$ cat config.mk
export PLATFORM = sky130hd
export DESIGN_NAME = periodic_timer_bank_flat
export DESIGN_NICKNAME = d
export VERILOG_FILES = /design/src/hw/rtl/ptb_pkg.sv /design/src/hw/rtl/ptb_in_if.sv /design/src/hw/rtl/ptb_out_if.sv /design/src/hw/rtl/ptb_ctrl.sv /design/src/hw/rtl/ptb_datapath.sv /design/src/hw/rtl/periodic_timer_bank.sv /design/src/flat_wrapper.sv
export SDC_FILE = /design/constraint.sdc
export NUM_CORES = 1
export LEC_CHECK = 0
export BUFFER_PORTS_ARGS = -buffer_cell sky130_fd_sc_hd__buf_2
export CAP_MARGIN = 10
export CORE_ASPECT_RATIO = 0.9
export CORE_UTILIZATION = 45
export DETAILED_ROUTE_END_ITERATION = 16
export GPL_ROUTABILITY_DRIVEN = 0
export PLACE_DENSITY_LB_ADDON = 0.12
export SYNTH_ARGS = -nofsm -noshare
export SYNTH_HDL_FRONTEND = slang
export SYNTH_SLANG_ARGS = --single-unit
$ cat constraint.sdc
create_clock -name clk -period 19.35 [get_ports clk]
set_input_delay 5.805 -clock clk [delete_from_list [all_inputs] [get_ports clk]]
set_output_delay 5.805 -clock clk [all_outputs]
set_load 0.02 [all_outputs]
$ cat src/hw/rtl/ptb_pkg.sv
// ----------------------------------------------------------------------------
// ptb_pkg
// Shared types and constants of the periodic timer bank.
// ----------------------------------------------------------------------------
`default_nettype none

package ptb_pkg;

  localparam int          SLOTS_DEF      = 16;
  localparam int          MAX_SLOTS      = 16;
  localparam int          VAL_W          = 16;
  localparam int          SLOT_W         = 4;
  localparam int          FIRED_W        = 5;
  localparam logic [15:0] PRESCALE_RESET = 16'd1000;

  typedef enum logic [1:0] {
    FUNC_TICK   = 2'd0,
    FUNC_CREATE = 2'd1,
    FUNC_DELETE = 2'd2,
    FUNC_SCAN   = 2'd3
  } func_t;

  typedef enum logic [1:0] {
    ST_OK      = 2'd0,
    ST_FULL    = 2'd1,
    ST_NOT_USE = 2'd2,
    ST_NONE    = 2'd3
  } status_t;

  typedef enum logic [1:0] {
    S_IDLE,
    S_SWEEP,
    S_FIRED,
    S_SCAN
  } state_t;

  // controller -> datapath
  typedef struct packed {
    logic accept;
    logic sweep_step;
    logic fired_emit;
    logic scan_emit;
  } ctl_cmd_t;

  // datapath -> controller
  typedef struct packed {
    logic period_due;
    logic pend_any;
    logic scan_last;
    logic sweep_last;
    logic out_free;
  } dp_stat_t;

endpackage

`default_nettype wire

$ cat src/hw/rtl/ptb_in_if.sv
// ----------------------------------------------------------------------------
// ptb_in_if
// Request channel of the timer bank: valid/ready with the request payload.
// ----------------------------------------------------------------------------
`default_nettype none

interface ptb_in_if;
  logic        valid;
  logic        ready;
  logic [1:0]  func;
  logic [15:0] interval;
  logic [15:0] repeats;
  logic        forever_req;
  logic [3:0]  slot;

  modport source (output valid, func, interval, repeats, forever_req, slot, input ready);
  modport sink   (input valid, func, interval, repeats, forever_req, slot, output ready);
endinterface

`default_nettype wire

$ cat src/hw/rtl/ptb_out_if.sv
// ----------------------------------------------------------------------------
// ptb_out_if
// Result channel of the timer bank: valid/ready with the result payload.
// ----------------------------------------------------------------------------
`default_nettype none

interface ptb_out_if;
  logic       valid;
  logic       ready;
  logic [1:0] status;
  logic [3:0] slot_out;
  logic [4:0] fired_count;
  logic       last;

  modport source (output valid, status, slot_out, fired_count, last, input ready);
  modport sink   (input valid, status, slot_out, fired_count, last, output ready);
endinterface

`default_nettype wire

$ cat src/hw/rtl/ptb_ctrl.sv
// ----------------------------------------------------------------------------
// ptb_ctrl
// Sequencer of the timer bank: request intake, period sweep, pending scan.
// ----------------------------------------------------------------------------
`default_nettype none

module ptb_ctrl (
  input  wire                 clk,
  input  wire                 rst_n,
  input  wire                 in_valid,
  input  wire  [1:0]          in_func,
  output logic                in_ready,
  input  ptb_pkg::dp_stat_t   stat,
  output ptb_pkg::ctl_cmd_t   cmd
);
  import ptb_pkg::*;

  state_t state_r;
  state_t state_nxt;
  func_t  func;

  assign func = func_t'(in_func);

  always_ff @(posedge clk) begin
    if (!rst_n) begin
      state_r <= S_IDLE;
    end else begin
      state_r <= state_nxt;
    end
  end

  always_comb begin
    state_nxt = state_r;
    cmd       = '0;
    in_ready  = 1'b0;
    unique case (state_r)
      S_IDLE: begin
        in_ready = stat.out_free;
        if (in_valid && stat.out_free) begin
          cmd.accept = 1'b1;
          if (func == FUNC_TICK && stat.period_due) begin
            state_nxt = S_SWEEP;
          end else if (func == FUNC_SCAN && stat.pend_any) begin
            state_nxt = S_SCAN;
          end
        end
      end
      S_SWEEP: begin
        cmd.sweep_step = 1'b1;
        if (stat.sweep_last) begin
          state_nxt = S_FIRED;
        end
      end
      S_FIRED: begin
        if (stat.out_free) begin
          cmd.fired_emit = 1'b1;
          state_nxt      = S_IDLE;
        end
      end
      S_SCAN: begin
        if (stat.out_free) begin
          cmd.scan_emit = 1'b1;
          if (stat.scan_last) begin
            state_nxt = S_IDLE;
          end
        end
      end
      default: state_nxt = S_IDLE;
    endcase
  end

endmodule

`default_nettype wire

$ cat src/hw/rtl/ptb_datapath.sv
// ----------------------------------------------------------------------------
// ptb_datapath
// Slot state, prescaler, one-slot-per-cycle period update and result register.
// ----------------------------------------------------------------------------
`default_nettype none

module ptb_datapath #(
  parameter int SLOTS = ptb_pkg::SLOTS_DEF
) (
  input  wire                 clk,
  input  wire                 rst_n,
  input  wire                 cfg_wr_en,
  input  wire  [15:0]         cfg_wr_data,
  input  wire  [1:0]          in_func,
  input  wire  [15:0]         in_interval,
  input  wire  [15:0]         in_repeats,
  input  wire                 in_forever_req,
  input  wire  [3:0]          in_slot,
  input  ptb_pkg::ctl_cmd_t   cmd,
  output ptb_pkg::dp_stat_t   stat,
  input  wire                 out_ready,
  output logic                out_valid,
  output logic [1:0]          out_status,
  output logic [3:0]          out_slot_out,
  output logic [4:0]          out_fired_count,
  output logic                out_last
);
  import ptb_pkg::*;

  localparam int NSLOT = (SLOTS < MAX_SLOTS) ? SLOTS : MAX_SLOTS;
  localparam int IDX_W = (NSLOT > 1) ? $clog2(NSLOT) : 1;

  logic [15:0]      prescale_r;
  logic [15:0]      base_count_r;
  logic [NSLOT-1:0] in_use_r;
  logic [NSLOT-1:0] pending_r;
  logic [15:0]      period_len_r [NSLOT];
  logic [15:0]      elapsed_r    [NSLOT];
  logic [15:0]      remaining_r  [NSLOT];
  logic             endless_r    [NSLOT];
  logic [IDX_W-1:0] idx_r;
  logic [4:0]       fired_r;
  logic             out_valid_r;
  logic [1:0]       out_status_r;
  logic [3:0]       out_slot_r;
  logic [4:0]       out_fired_r;
  logic             out_last_r;

  func_t            func;
  logic             free_found;
  logic [IDX_W-1:0] free_idx;
  logic [NSLOT-1:0] pend_vec;
  logic [IDX_W-1:0] pend_idx;
  logic [NSLOT-1:0] pend_rest;
  logic             del_ok;
  logic [IDX_W-1:0] del_idx;
  logic             live;
  logic [15:0]      el_inc;
  logic             hit;
  logic             out_free;

  logic             emit;
  status_t          emit_status;
  logic [3:0]       emit_slot;
  logic [4:0]       emit_fired;
  logic             emit_last;

  assign func     = func_t'(in_func);
  assign out_free = !out_valid_r || out_ready;
  assign pend_vec = in_use_r & pending_r;
  assign del_idx  = in_slot[IDX_W-1:0];
  assign del_ok   = ({1'b0, in_slot} < 5'(NSLOT)) && in_use_r[del_idx];

  // lowest free slot and lowest pending slot
  always_comb begin
    free_found = 1'b0;
    free_idx   = '0;
    pend_idx   = '0;
    for (int i = NSLOT - 1; i >= 0; i--) begin
      if (!in_use_r[i]) begin
        free_found = 1'b1;
        free_idx   = IDX_W'(i);
      end
      if (pend_vec[i]) begin
        pend_idx = IDX_W'(i);
      end
    end
  end

  always_comb begin
    pend_rest           = pend_vec;
    pend_rest[pend_idx] = 1'b0;
  end

  // period update of the slot under the sweep index
  assign live   = in_use_r[idx_r] && !pending_r[idx_r]
                  && (endless_r[idx_r] || remaining_r[idx_r] != 16'd0);
  assign el_inc = (elapsed_r[idx_r] == 16'hFFFF) ? elapsed_r[idx_r]
                                                 : elapsed_r[idx_r] + 16'd1;
  assign hit    = el_inc >= period_len_r[idx_r];

  always_comb begin
    stat.period_due = base_count_r >= prescale_r;
    stat.pend_any   = |pend_vec;
    stat.scan_last  = ~|pend_rest;
    stat.sweep_last = idx_r == IDX_W'(NSLOT - 1);
    stat.out_free   = out_free;
  end

  // result selection
  always_comb begin
    emit        = 1'b0;
    emit_status = ST_OK;
    emit_slot   = '0;
    emit_fired  = '0;
    emit_last   = 1'b1;
    if (cmd.accept) begin
      unique case (func)
        FUNC_TICK: begin
          emit = !stat.period_due;
        end
        FUNC_CREATE: begin
          emit = 1'b1;
          if (free_found) begin
            emit_slot = 4'(free_idx);
          end else begin
            emit_status = ST_FULL;
          end
        end
        FUNC_DELETE: begin
          emit = 1'b1;
          if (del_ok) begin
            emit_slot = in_slot;
          end else begin
            emit_status = ST_NOT_USE;
          end
        end
        FUNC_SCAN: begin
          emit        = !stat.pend_any;
          emit_status = ST_NONE;
        end
        default: emit = 1'b0;
      endcase
    end else if (cmd.fired_emit) begin
      emit       = 1'b1;
      emit_fired = fired_r;
    end else if (cmd.scan_emit) begin
      emit      = 1'b1;
      emit_slot = 4'(pend_idx);
      emit_last = stat.scan_last;
    end
  end

  // control state
  always_ff @(posedge clk) begin
    if (!rst_n) begin
      prescale_r   <= PRESCALE_RESET;
      base_count_r <= '0;
      in_use_r     <= '0;
      pending_r    <= '0;
      out_valid_r  <= 1'b0;
    end else begin
      if (cfg_wr_en) begin
        prescale_r <= cfg_wr_data;
      end
      if (emit) begin
        out_valid_r <= 1'b1;
      end else if (out_ready) begin
        out_valid_r <= 1'b0;
      end
      if (cmd.accept) begin
        unique case (func)
          FUNC_TICK: begin
            base_count_r <= stat.period_due ? 16'd1 : base_count_r + 16'd1;
          end
          FUNC_CREATE: begin
            if (free_found) begin
              in_use_r[free_idx]  <= 1'b1;
              pending_r[free_idx] <= 1'b0;
            end
          end
          FUNC_DELETE: begin
            if (del_ok) begin
              in_use_r[del_idx]  <= 1'b0;
              pending_r[del_idx] <= 1'b0;
            end
          end
          default: ;
        endcase
      end
      if (cmd.sweep_step && live && hit) begin
        pending_r[idx_r] <= 1'b1;
      end
      if (cmd.scan_emit) begin
        pending_r[pend_idx] <= 1'b0;
      end
    end
  end

  // slot payload, sweep counters and result payload
  always_ff @(posedge clk) begin
    if (cmd.accept && func == FUNC_TICK) begin
      idx_r   <= '0;
      fired_r <= '0;
    end
    if (cmd.accept && func == FUNC_CREATE && free_found) begin
      period_len_r[free_idx] <= in_interval;
      elapsed_r[free_idx]    <= '0;
      remaining_r[free_idx]  <= in_repeats;
      endless_r[free_idx]    <= in_forever_req;
    end
    if (cmd.sweep_step) begin
      idx_r <= idx_r + IDX_W'(1);
      if (live) begin
        if (hit) begin
          elapsed_r[idx_r] <= '0;
          fired_r          <= fired_r + 5'd1;
          if (!endless_r[idx_r]) begin
            remaining_r[idx_r] <= remaining_r[idx_r] - 16'd1;
          end
        end else begin
          elapsed_r[idx_r] <= el_inc;
        end
      end
    end
    if (emit) begin
      out_status_r <= emit_status;
      out_slot_r   <= emit_slot;
      out_fired_r  <= emit_fired;
      out_last_r   <= emit_last;
    end
  end

  assign out_valid       = out_valid_r;
  assign out_status      = out_status_r;
  assign out_slot_out    = out_slot_r;
  assign out_fired_count = out_fired_r;
  assign out_last        = out_last_r;

endmodule

`default_nettype wire

$ cat src/hw/rtl/periodic_timer_bank.sv
// ----------------------------------------------------------------------------
// periodic_timer_bank
// Bank of repeating timer slots behind a base-tick prescaler.
// ----------------------------------------------------------------------------
//  channel   dir  handshake        payload
//  in_chan   in   valid / ready    func, interval, repeats, forever_req, slot
//  out_chan  out  valid / ready    status, slot_out, fired_count, last
//  cfg_*     in   write enable     prescale (16 bit)
//
//  Create, delete and a tick that runs no period give one result beat each.
//  A tick that runs a period sweeps the min(SLOTS,16) slots one per cycle.
//  A scan gives one result beat per pending slot, one per cycle unless stalled.
//  Reset clears the in-use and pending bits at once; no clearing pass.
//  A stalled result holds the register and the next request waits.
// ----------------------------------------------------------------------------
`default_nettype none

module periodic_timer_bank #(
  parameter int SLOTS = ptb_pkg::SLOTS_DEF
) (
  input  wire        clk,
  input  wire        rst_n,
  input  wire        cfg_wr_en,
  input  wire [15:0] cfg_wr_data,
  ptb_in_if.sink     in_chan,
  ptb_out_if.source  out_chan
);
  import ptb_pkg::*;

  ctl_cmd_t cmd;
  dp_stat_t stat;

  ptb_ctrl u_ctrl (
    .clk      (clk),
    .rst_n    (rst_n),
    .in_valid (in_chan.valid),
    .in_func  (in_chan.func),
    .in_ready (in_chan.ready),
    .stat     (stat),
    .cmd      (cmd)
  );

  ptb_datapath #(
    .SLOTS (SLOTS)
  ) u_datapath (
    .clk             (clk),
    .rst_n           (rst_n),
    .cfg_wr_en       (cfg_wr_en),
    .cfg_wr_data     (cfg_wr_data),
    .in_func         (in_chan.func),
    .in_interval     (in_chan.interval),
    .in_repeats      (in_chan.repeats),
    .in_forever_req  (in_chan.forever_req),
    .in_slot         (in_chan.slot),
    .cmd             (cmd),
    .stat            (stat),
    .out_ready       (out_chan.ready),
    .out_valid       (out_chan.valid),
    .out_status      (out_chan.status),
    .out_slot_out    (out_chan.slot_out),
    .out_fired_count (out_chan.fired_count),
    .out_last        (out_chan.last)
  );

endmodule

`default_nettype wire
$ cat src/flat_wrapper.sv
// flat-port wrapper written by rule: the top's interface ports become plain ports
module periodic_timer_bank_flat import ptb_pkg::*;
#(
  parameter int SLOTS = ptb_pkg::SLOTS_DEF
)
  (clk, rst_n, cfg_wr_en, cfg_wr_data, in_chan_valid, in_chan_func, in_chan_interval, in_chan_repeats, in_chan_forever_req, in_chan_slot, in_chan_ready, out_chan_valid, out_chan_status, out_chan_slot_out, out_chan_fired_count, out_chan_last, out_chan_ready);
  ptb_in_if in_chan_i ();
  ptb_out_if out_chan_i ();
  input  wire clk;
  input  wire rst_n;
  input  wire cfg_wr_en;
  input  wire [15:0] cfg_wr_data;
  input wire logic [$bits(in_chan_i.valid)-1:0] in_chan_valid;
  input wire logic [$bits(in_chan_i.func)-1:0] in_chan_func;
  input wire logic [$bits(in_chan_i.interval)-1:0] in_chan_interval;
  input wire logic [$bits(in_chan_i.repeats)-1:0] in_chan_repeats;
  input wire logic [$bits(in_chan_i.forever_req)-1:0] in_chan_forever_req;
  input wire logic [$bits(in_chan_i.slot)-1:0] in_chan_slot;
  output wire logic [$bits(in_chan_i.ready)-1:0] in_chan_ready;
  output wire logic [$bits(out_chan_i.valid)-1:0] out_chan_valid;
  output wire logic [$bits(out_chan_i.status)-1:0] out_chan_status;
  output wire logic [$bits(out_chan_i.slot_out)-1:0] out_chan_slot_out;
  output wire logic [$bits(out_chan_i.fired_count)-1:0] out_chan_fired_count;
  output wire logic [$bits(out_chan_i.last)-1:0] out_chan_last;
  input wire logic [$bits(out_chan_i.ready)-1:0] out_chan_ready;
  assign in_chan_i.valid = in_chan_valid;
  assign in_chan_i.func = in_chan_func;
  assign in_chan_i.interval = in_chan_interval;
  assign in_chan_i.repeats = in_chan_repeats;
  assign in_chan_i.forever_req = in_chan_forever_req;
  assign in_chan_i.slot = in_chan_slot;
  assign in_chan_ready = in_chan_i.ready;
  assign out_chan_valid = out_chan_i.valid;
  assign out_chan_status = out_chan_i.status;
  assign out_chan_slot_out = out_chan_i.slot_out;
  assign out_chan_fired_count = out_chan_i.fired_count;
  assign out_chan_last = out_chan_i.last;
  assign out_chan_i.ready = out_chan_ready;
  periodic_timer_bank #(.SLOTS(SLOTS)) u_core (.clk(clk), .rst_n(rst_n), .cfg_wr_en(cfg_wr_en), .cfg_wr_data(cfg_wr_data), .in_chan(in_chan_i), .out_chan(out_chan_i));
endmodule
==> qor.csv, run 1 <==
stage,metric,value,unit
outcome,status,"finished, final reports clean",
synthesis,Synth Area in XOR/XNOR,0.862,%
synthesis,synthesized area,0.0376,mm²
placement,HPWL Detailed,54500,µm
cts,total setup buffers inserted after CTS,0,
global_routing,first-pass GRT wire length,134000,µm
synthesis,post-synth top area cell,edfxtp_1,
synthesis,Synth area leaders,"edfxtp_1, mux4_2, dfxtp_1",
floorplan,# IOs,74,
timing,max_slew headroom,22.9,%
floorplan,Core Rows,100,
drt,Routed Antenna Nets,0,
timing,# setup viols final,0,
cells_and_area,share of layout cells above drive strength 1,24.1,%
cts,H-tree depth,3,
synthesis,largest family of logic cells by synthesized area,multiplexers,
timing,Pins Over Slew Limit,0,
placement,Port Buffers,73,
synthesis,Synth Area in Simple Gates,6.12,%
timing,FMAX,81.3,MHz
global_routing,met1 Use GR,31.5,%
cts,CTS Root Cell,clkbuf_16,
floorplan,die area,0.0847,mm²
global_routing,GR Layer Usage met2,33.2,%
timing,RSZ-0062 raised after global routing,no,
synthesis,cell with the most instances after synthesis,edfxtp_1,
synthesis,Mean Syn Cell Area,17.2,µm²
global_routing,initial antenna violation count,3,
synthesis,"EDFF count, synth",800,
pwr,Design Power,3.94,mW
synthesis,synthesized instance count,2192,
synthesis,Async SR Flop Fraction,0,%
worst_setup_path,worst-path fanout max,6,
cts,clock buffer depth,3,
worst_setup_path,most frequent cell on the critical path,buf_2,
synthesis,syn nets,2296,
drt,detailed-router iteration count before antenna repair,5,
global_routing,vias in the first global route,20836,
drt,DR DRC count,0,
synthesis,mux share of post-synthesis cell area,15.8,%
synthesis,register area share after synthesis,67.9,%
drt,vias post-DR,20748,
global_routing,largest net degree at the start of global routing,109,
synthesis,Netlist cell types,88,
timing,Slew @ Worst Pin,1.15,ns
worst_setup_path,Startpoint Class,input pin,
global_routing,met3 Usage GRT,3.79,%
cts,worst skew pair latency,0.67,ns
pwr,power per cell area,93.0,mW/mm²
run,max capacitance violation total,0,
worst_setup_path,"Slowest-stage cell, CP",nor2b_1,
min_path,worst hold path class,reg -> reg,
cts,post-CTS resize count,0,
timing,period utilization,63.6,%
timing,post-route minimum period,12.30,ns
synthesis,most common flop cell mapped by yosys,edfxtp_1,
synthesis,Post-synth top cells,"edfxtp_1, mux4_2, nand2_1, nor2_1, dfxtp_1",
floorplan,Die Width,307,µm
worst_setup_path,WS Path Type,in -> out,
floorplan,Die Ht,276,µm
worst_setup_path,Setup crit end kind,output port,
cts,clock-pin transition on the worst setup and hold timing paths,0.06,ns
worst_setup_path,Arrival @ worst endpoint,6.50,ns
drt,DR iter-0 viols,2143,
pwr,Leak,13.5,nW
synthesis,post-synthesis adder-cell area fraction,1.46,%
drt,vias per cell,5.92,
synthesis,post-synthesis compound-gate area fraction,5.47,%
floorplan,starting density of the core,45.5,%
worst_setup_path,required time worst endpoint,13.54,ns
global_routing,final global-route overflow total,0,
floorplan,Core ar.,0.0827,mm²
cells_and_area,synthesis-to-layout area growth,12.6,%
timing,setup TNS,0,ns
cts,CTS tree,yes,
synthesis,Synth warnings,0,
drt,drt total wl,89700,µm
timing,Final Hold Violating Endpoints,0,
synthesis,"FF+latch count, synth",876,
cells_and_area,fin nets,2416,
synthesis,share of Yosys cell area claimed by the top area cell type,63.9,%
pwr,VDD IR-drop max,0.0743,mV
drt,routed len/inst,25.6,µm
cts,CTS buffer count,89,
worst_setup_path,worst path cell trace,buf_2 > nor2b_1 > nor3_1 > buf_2,
global_routing,Top Usage Layer GRT,met2,
cts,Hold Buf Count CTS,0,
cts,TritonCTS Sinks,876,
timing,Clock Skews,0.0356,ns
global_routing,GRT Resource Usage Total,21.3,%
worst_setup_path,Critical Path Max Stage Delay,0.32,ns
cells_and_area,antenna cells,0,
==> state kept, by name, indices dropped and copies added (netlist names), named ones only <==
| register | count |
|---|---|
| u_core.u_datapath.out_slot_out | 4 |
| u_core.u_datapath.out_last | 1 |
| u_core.u_datapath.out_fired_count | 5 |
| u_core.u_datapath.fired_r | 5 |
| u_core.u_ctrl.state_r | 2 |
| u_core.u_datapath.pending_r | 16 |
| u_core.u_datapath.period_len_r | 256 |
| u_core.u_datapath.prescale_r | 16 |
| u_core.u_datapath.elapsed_r | 256 |
| u_core.u_datapath.endless_r | 16 |
| u_core.u_datapath.idx_r | 4 |
| u_core.u_datapath.in_use_r | 16 |
| u_core.u_datapath.base_count_r | 16 |
| u_core.u_datapath.out_valid | 1 |
| u_core.u_datapath.out_status | 2 |
| u_core.u_datapath.remaining_r | 256 |
==> placed cells by master, fill, tap and decap left out, types with 13 or more instances in the layout <==
cell type  netlist  layout
a21o_1          14      14
a21oi_1         57      57
a22oi_1         13      13
and2_1          31      31
and3_1          24      24
buf_2           19      73
buf_4            7      66
clkbuf_1        56      16
clkbuf_16        0      90
clkinv_1         1      28
clkinv_2         0      13
dfxtp_1         76      73
edfxtp_1       800     800
ha_1            44      44
inv_1           57      57
mux2_2          17      17
mux2i_1         44      44
mux4_2         226     226
nand2_1        146     146
nand2b_1        20      20
nand3_1         57      57
nand4_1         24      24
nor2_1         102      83
nor2_2           0      19
nor3_1          17      16
o211ai_1        13      13
o21ai_0         75      75
xnor2_1         13      13
xor2_1          24      24
==> area by class of cell <==
cell class	count	area (µm²)
tap	1122	1400
fill	6761	40300
multi-input combinational	1146	11400
clock inverter	56	556
sequential	876	25600
timing repair buffer	140	881
clock buffer	106	2310
inverter	59	221
==> where the power goes <==
part | leakage (nW) | switching [mW] | internal, mW | total [mW]
sequential | 7.59 | 0.00786 | 2.06 | 2.07
clock | 1.39 | 0.736 | 0.954 | 1.69
combinational | 4.57 | 0.109 | 0.0723 | 0.181
total | 13.5 | 0.852 | 3.09 | 3.94
==> kinds of logic (layout without fill, tap and decap cells) <==
| family | Yosys count | count (layout) |
|---|---|---|
| buf+inv | 170 | 361 |
| mux | 298 | 298 |
| xor+xnor | 37 | 37 |
| simple gates | 468 | 468 |
| fa+ha+maj | 44 | 44 |
| compound gates | 299 | 299 |
| flops | 876 | 876 |
==> per-stage QoR <==
| stage | hold WS, ns | utilization, % | cells | cell area (µm²) | setup WS, ns |
|---|---|---|---|---|---|
| after CTS | 0.470 | 51.2 | 3505 | 42400 | 7.05 |
| final | 0.463 | 51.2 | 3505 | 42400 | 7.05 |
| after floorplan | 0.428 | - | 2192 | 37600 | 7.20 |
| after global routing | 0.473 | 51.2 | 3505 | 42400 | 6.98 |
| after detailed placement | 0.461 | 47.7 | 3343 | 39500 | 7.06 |
| after global placement | 0.452 | 47.7 | 3343 | 39500 | 7.04 |
==> routing by layer <==
metal	wire length, µm	part of all wire [%]
met4	1650	1.8
met2	42400	47
met1	40000	45
met5	28	0.031
met3	5610	6.2
==> worst max-delay path: cells and delay by family <==
kind | cells | cell delay, ns
and+or+nand+nor | 2 | 0.41
buffers and inverters | 2 | 0.28
==> final timing paths <==
check	slack, ns	startpoint	cells after the start	end
max	7.05	out_chan_ready	4	in_chan_ready
min	0.46	u_core.u_datapath.fired_r[4]	1	u_core.u_datapath.fired_r[4]
max reg2reg	11.44	flip-flop	18	u_core.u_datapath.remaining_r[6][12]
min reg2reg	0.46	u_core.u_datapath.fired_r[4]	1	u_core.u_datapath.fired_r[4]
No activity file was read; power rests on OpenSTA's default activity.
==> inputs of run 2 (changes only) <==
ABC_AREA = 1   (was not set)
clock period = 10.94 ns   (was 19.35 ns; I/O delays follow)
==> qor.csv, run 2 <==
stage,metric,value,unit,change
synthesis,Post-synth top cells,"edfxtp_1, nor2_1, o21ai_0, nand2_1, inv_1",,
drt,DR iter-0 viols,2623,,+22%
pwr,combinational power share,19.2,%,+15 points
cells_and_area,Largest regs,"u_core.u_datapath.elapsed_r (256), u_core.u_datapath.period_len_r (256), u_core.u_datapath.remaining_r (256)",,
cts,CTS buffer count,91,,+2.2%
drt,vias per cell,5.85,,-1.1%
drt,vias post-DR,26525,,+28%
floorplan,Core ar.,0.0832,mm²,+0.61%
drt,DR DRC count,0,,unchanged
synthesis,share of Yosys cell area claimed by the top area cell type,63.1,%,-0.81 points
run,max capacitance violation total,0,,unchanged
timing,max_slew headroom,22.7,%,-0.18 points
synthesis,cell with the most instances after synthesis,edfxtp_1,,
cells_and_area,Fill cells,7218,,+6.8%
synthesis,Synth warnings,0,,unchanged
cts,Hold Buf Count CTS,0,,unchanged
cells_and_area,"commonest non-fill, non-tap cell in the layout",edfxtp_1,,
pwr,Net Switching,2.51,mW,+190%
cts,post-CTS resize count,0,,unchanged
synthesis,Async SR Flop Fraction,0,%,unchanged
worst_setup_path,Setup crit end kind,output port,,
worst_setup_path,WS Path Type,in -> out,,
cts,TritonCTS Sinks,876,,unchanged
floorplan,Die Width,309,µm,+0.63%
global_routing,Top Usage Layer GRT,met2,,
synthesis,register area share after synthesis,67.1,%,-0.86 points
pwr,Clk pwr share,35.9,%,-7.0 points
placement,Port Buffers,73,,unchanged
synthesis,Mean Syn Cell Area,11.5,µm²,-33%
floorplan,starting density of the core,45.8,%,+0.31 points
synthesis,"EDFF count, synth",800,,unchanged
global_routing,GRT Resource Usage Total,24.4,%,+3.1 points
timing,Slew @ Worst Pin,1.16,ns,+0.0113 ns
synthesis,post-synth top area cell,edfxtp_1,,
pwr,internal power,5.82,mW,+88%
drt,drt total wl,105000,µm,+18%
timing,Final Hold Violating Endpoints,0,,unchanged
cts,H-tree depth,3,,unchanged
global_routing,largest net degree at the start of global routing,189,,+73%
timing,Clock Skews,0.0302,ns,-0.00547 ns
timing,hold slack final,0.452,ns,-0.0105 ns
floorplan,die area,0.0858,mm²,+1.3%
cts,CTS Root Cell,clkbuf_16,,
timing,Pins Over Slew Limit,0,,unchanged
global_routing,final global-route overflow total,0,,unchanged
outcome,status,"finished, final reports clean",,
cells_and_area,fin nets,3439,,+42%
synthesis,synthesized area,0.0381,mm²,+1.3%
global_routing,first-pass GRT wire length,157000,µm,+18%
timing,FMAX,139,MHz,
pwr,VDD IR-drop max,0.135,mV,+81%
cells_and_area,"commonest cells after routing, fill and taps aside","edfxtp_1, nor2_1, o21ai_0",,
global_routing,initial antenna violation count,4,,+1
synthesis,syn nets,3417,,+49%
drt,detailed-router iteration count before antenna repair,6,,+1
worst_setup_path,Startpoint Class,input pin,,
cts,total setup buffers inserted after CTS,0,,unchanged
floorplan,# IOs,74,,unchanged
global_routing,GR Layer Usage met2,36.8,%,+3.6 points
cells_and_area,multi-input logic area,0.0108,mm²,-5.3%
drt,Routed Antenna Nets,0,,unchanged
cts,worst skew pair latency,0.66,ns,about the same
pwr,power per cell area,198,mW/mm²,+110%
floorplan,Die Ht,278,µm,+0.63%
drt,routed len/inst,23.3,µm,-9.1%
synthesis,synthesized instance count,3313,,+51%
global_routing,met3 Usage GRT,3.98,%,+0.19 points
worst_setup_path,Arrival @ worst endpoint,3.89,ns,-2.61 ns
cts,clock-pin transition on the worst setup and hold timing paths,0.06,ns,about the same
worst_setup_path,worst-path fanout max,5,,-1
cells_and_area,share of layout cells above drive strength 1,10.9,%,-13 points
synthesis,"FF+latch count, synth",876,,unchanged
synthesis,Synth area leaders,"edfxtp_1, o21ai_0, nor2_1",,
global_routing,met1 Use GR,36.0,%,+4.6 points
timing,# setup viols final,0,,unchanged
min_path,worst hold path class,reg -> reg,,
placement,HPWL Detailed,63100,µm,+16%
timing,period utilization,65.6,%,
timing,RSZ-0062 raised after global routing,no,,
pwr,Sw Share,30.1,%,+8.5 points
floorplan,Core Rows,100,,unchanged
synthesis,Netlist cell types,53,,-40%
cells_and_area,synthesis-to-layout area growth,10.7,%,
cells_and_area,FF/Latch Area,0.0256,mm²,about the same
timing,post-route minimum period,7.18,ns,
global_routing,vias in the first global route,25339,,+22%
worst_setup_path,required time worst endpoint,7.66,ns,-5.88 ns
cts,CTS tree,yes,,
timing,setup TNS,0,ns,unchanged
synthesis,most common flop cell mapped by yosys,edfxtp_1,,
pwr,Reg power frac,44.9,%,-7.6 points
pwr,Leak,14.8,nW,+9.1%
cts,clock buffer depth,3,,unchanged
## run 2: cell types whose count changed after synthesis, sizes merged, moves of 57 or more
cell | previous run | this run
nor2 | 102 | 554
o21ai | 77 | 502
mux4 | 230 | 0
nand2 | 147 | 315
inv | 58 | 206
o221ai | 0 | 147
a21oi | 57 | 128
nand3 | 57 | 123
buf | 55 | 112
## run 2: cells by family after synthesis
group | Yosys count | synth area share, %
AOI/OAI and AO/OA | 921 | 14.4
xor gates and xnor gates | 27 | 0.641
adders and majority gates | 44 | 1.45
buffers and inverters | 398 | 4.98
DFF | 876 | 67.1
and+or+nand+nor | 1047 | 11.4
## run 2: metrics by stage
step	power (mW)	setup WS [ns]	instances	util (%)	area, µm²
6_report	8.33	3.76	4532	50.7	42200
5_1_grt	8.66	3.16	4532	50.7	42200
4_1_cts	8.36	3.77	4531	50.7	42100
3_5_place_dp	5.39	3.76	4364	47.2	39300
3_3_place_gp	5.37	3.78	4363	47.2	39300
2_1_floorplan	4.92	3.99	3313	-	38100
## run 2: worst paths after layout
kind	from	to	slack, ns	depth (start not counted)
max reg2reg	flip-flop	u_core.u_datapath.remaining_r[3][10]	3.79	25
min reg2reg	u_core.u_datapath.fired_r[4]	u_core.u_datapath.fired_r[4]	0.45	1
min	u_core.u_datapath.fired_r[4]	u_core.u_datapath.fired_r[4]	0.45	1
max	out_chan_ready	in_chan_ready	3.76	4
## run 2: power by group through the flow
| stage | registers (mW) | logic, mW | clock network (mW) |
|---|---|---|---|
| global placement | 3.81 | 1.56 | 0 |
| detailed placement | 3.81 | 1.59 | 0 |
| global route | 3.74 | 1.77 | 3.15 |
| finish | 3.74 | 1.60 | 2.99 |
| floorplan | 3.77 | 1.14 | 0 |
| CTS | 3.74 | 1.59 | 3.03 |
## run 2: per-layer routing
| metal | share of wire, % | vias to the layer above |
|---|---|---|
| li1 | - | 12151 |
| met2 | 45 | 1027 |
| met4 | 3.0 | 4 |
| met1 | 45 | 13163 |
| met3 | 6.9 | 180 |
| met5 | 0.026 | - |
## run 2: cell type report
| class | instances | share of cell area, % |
|---|---|---|
| flip-flops and latches | 876 | 60.6 |
| multi-input cells | 2039 | 25.7 |
| clock buffers | 110 | 5.65 |
| well taps | 1122 | 3.33 |
| inverters | 210 | 1.91 |
| repair buffers | 117 | 1.69 |
| clock inverters | 57 | 1.13 |
| diodes | 1 | 0.00594 |
## run 2: critical path, cell delays in order
cell and delay [ns]:
buf_2 0.10, nor2_1 0.24, nor2_1 0.10, buf_2 0.17
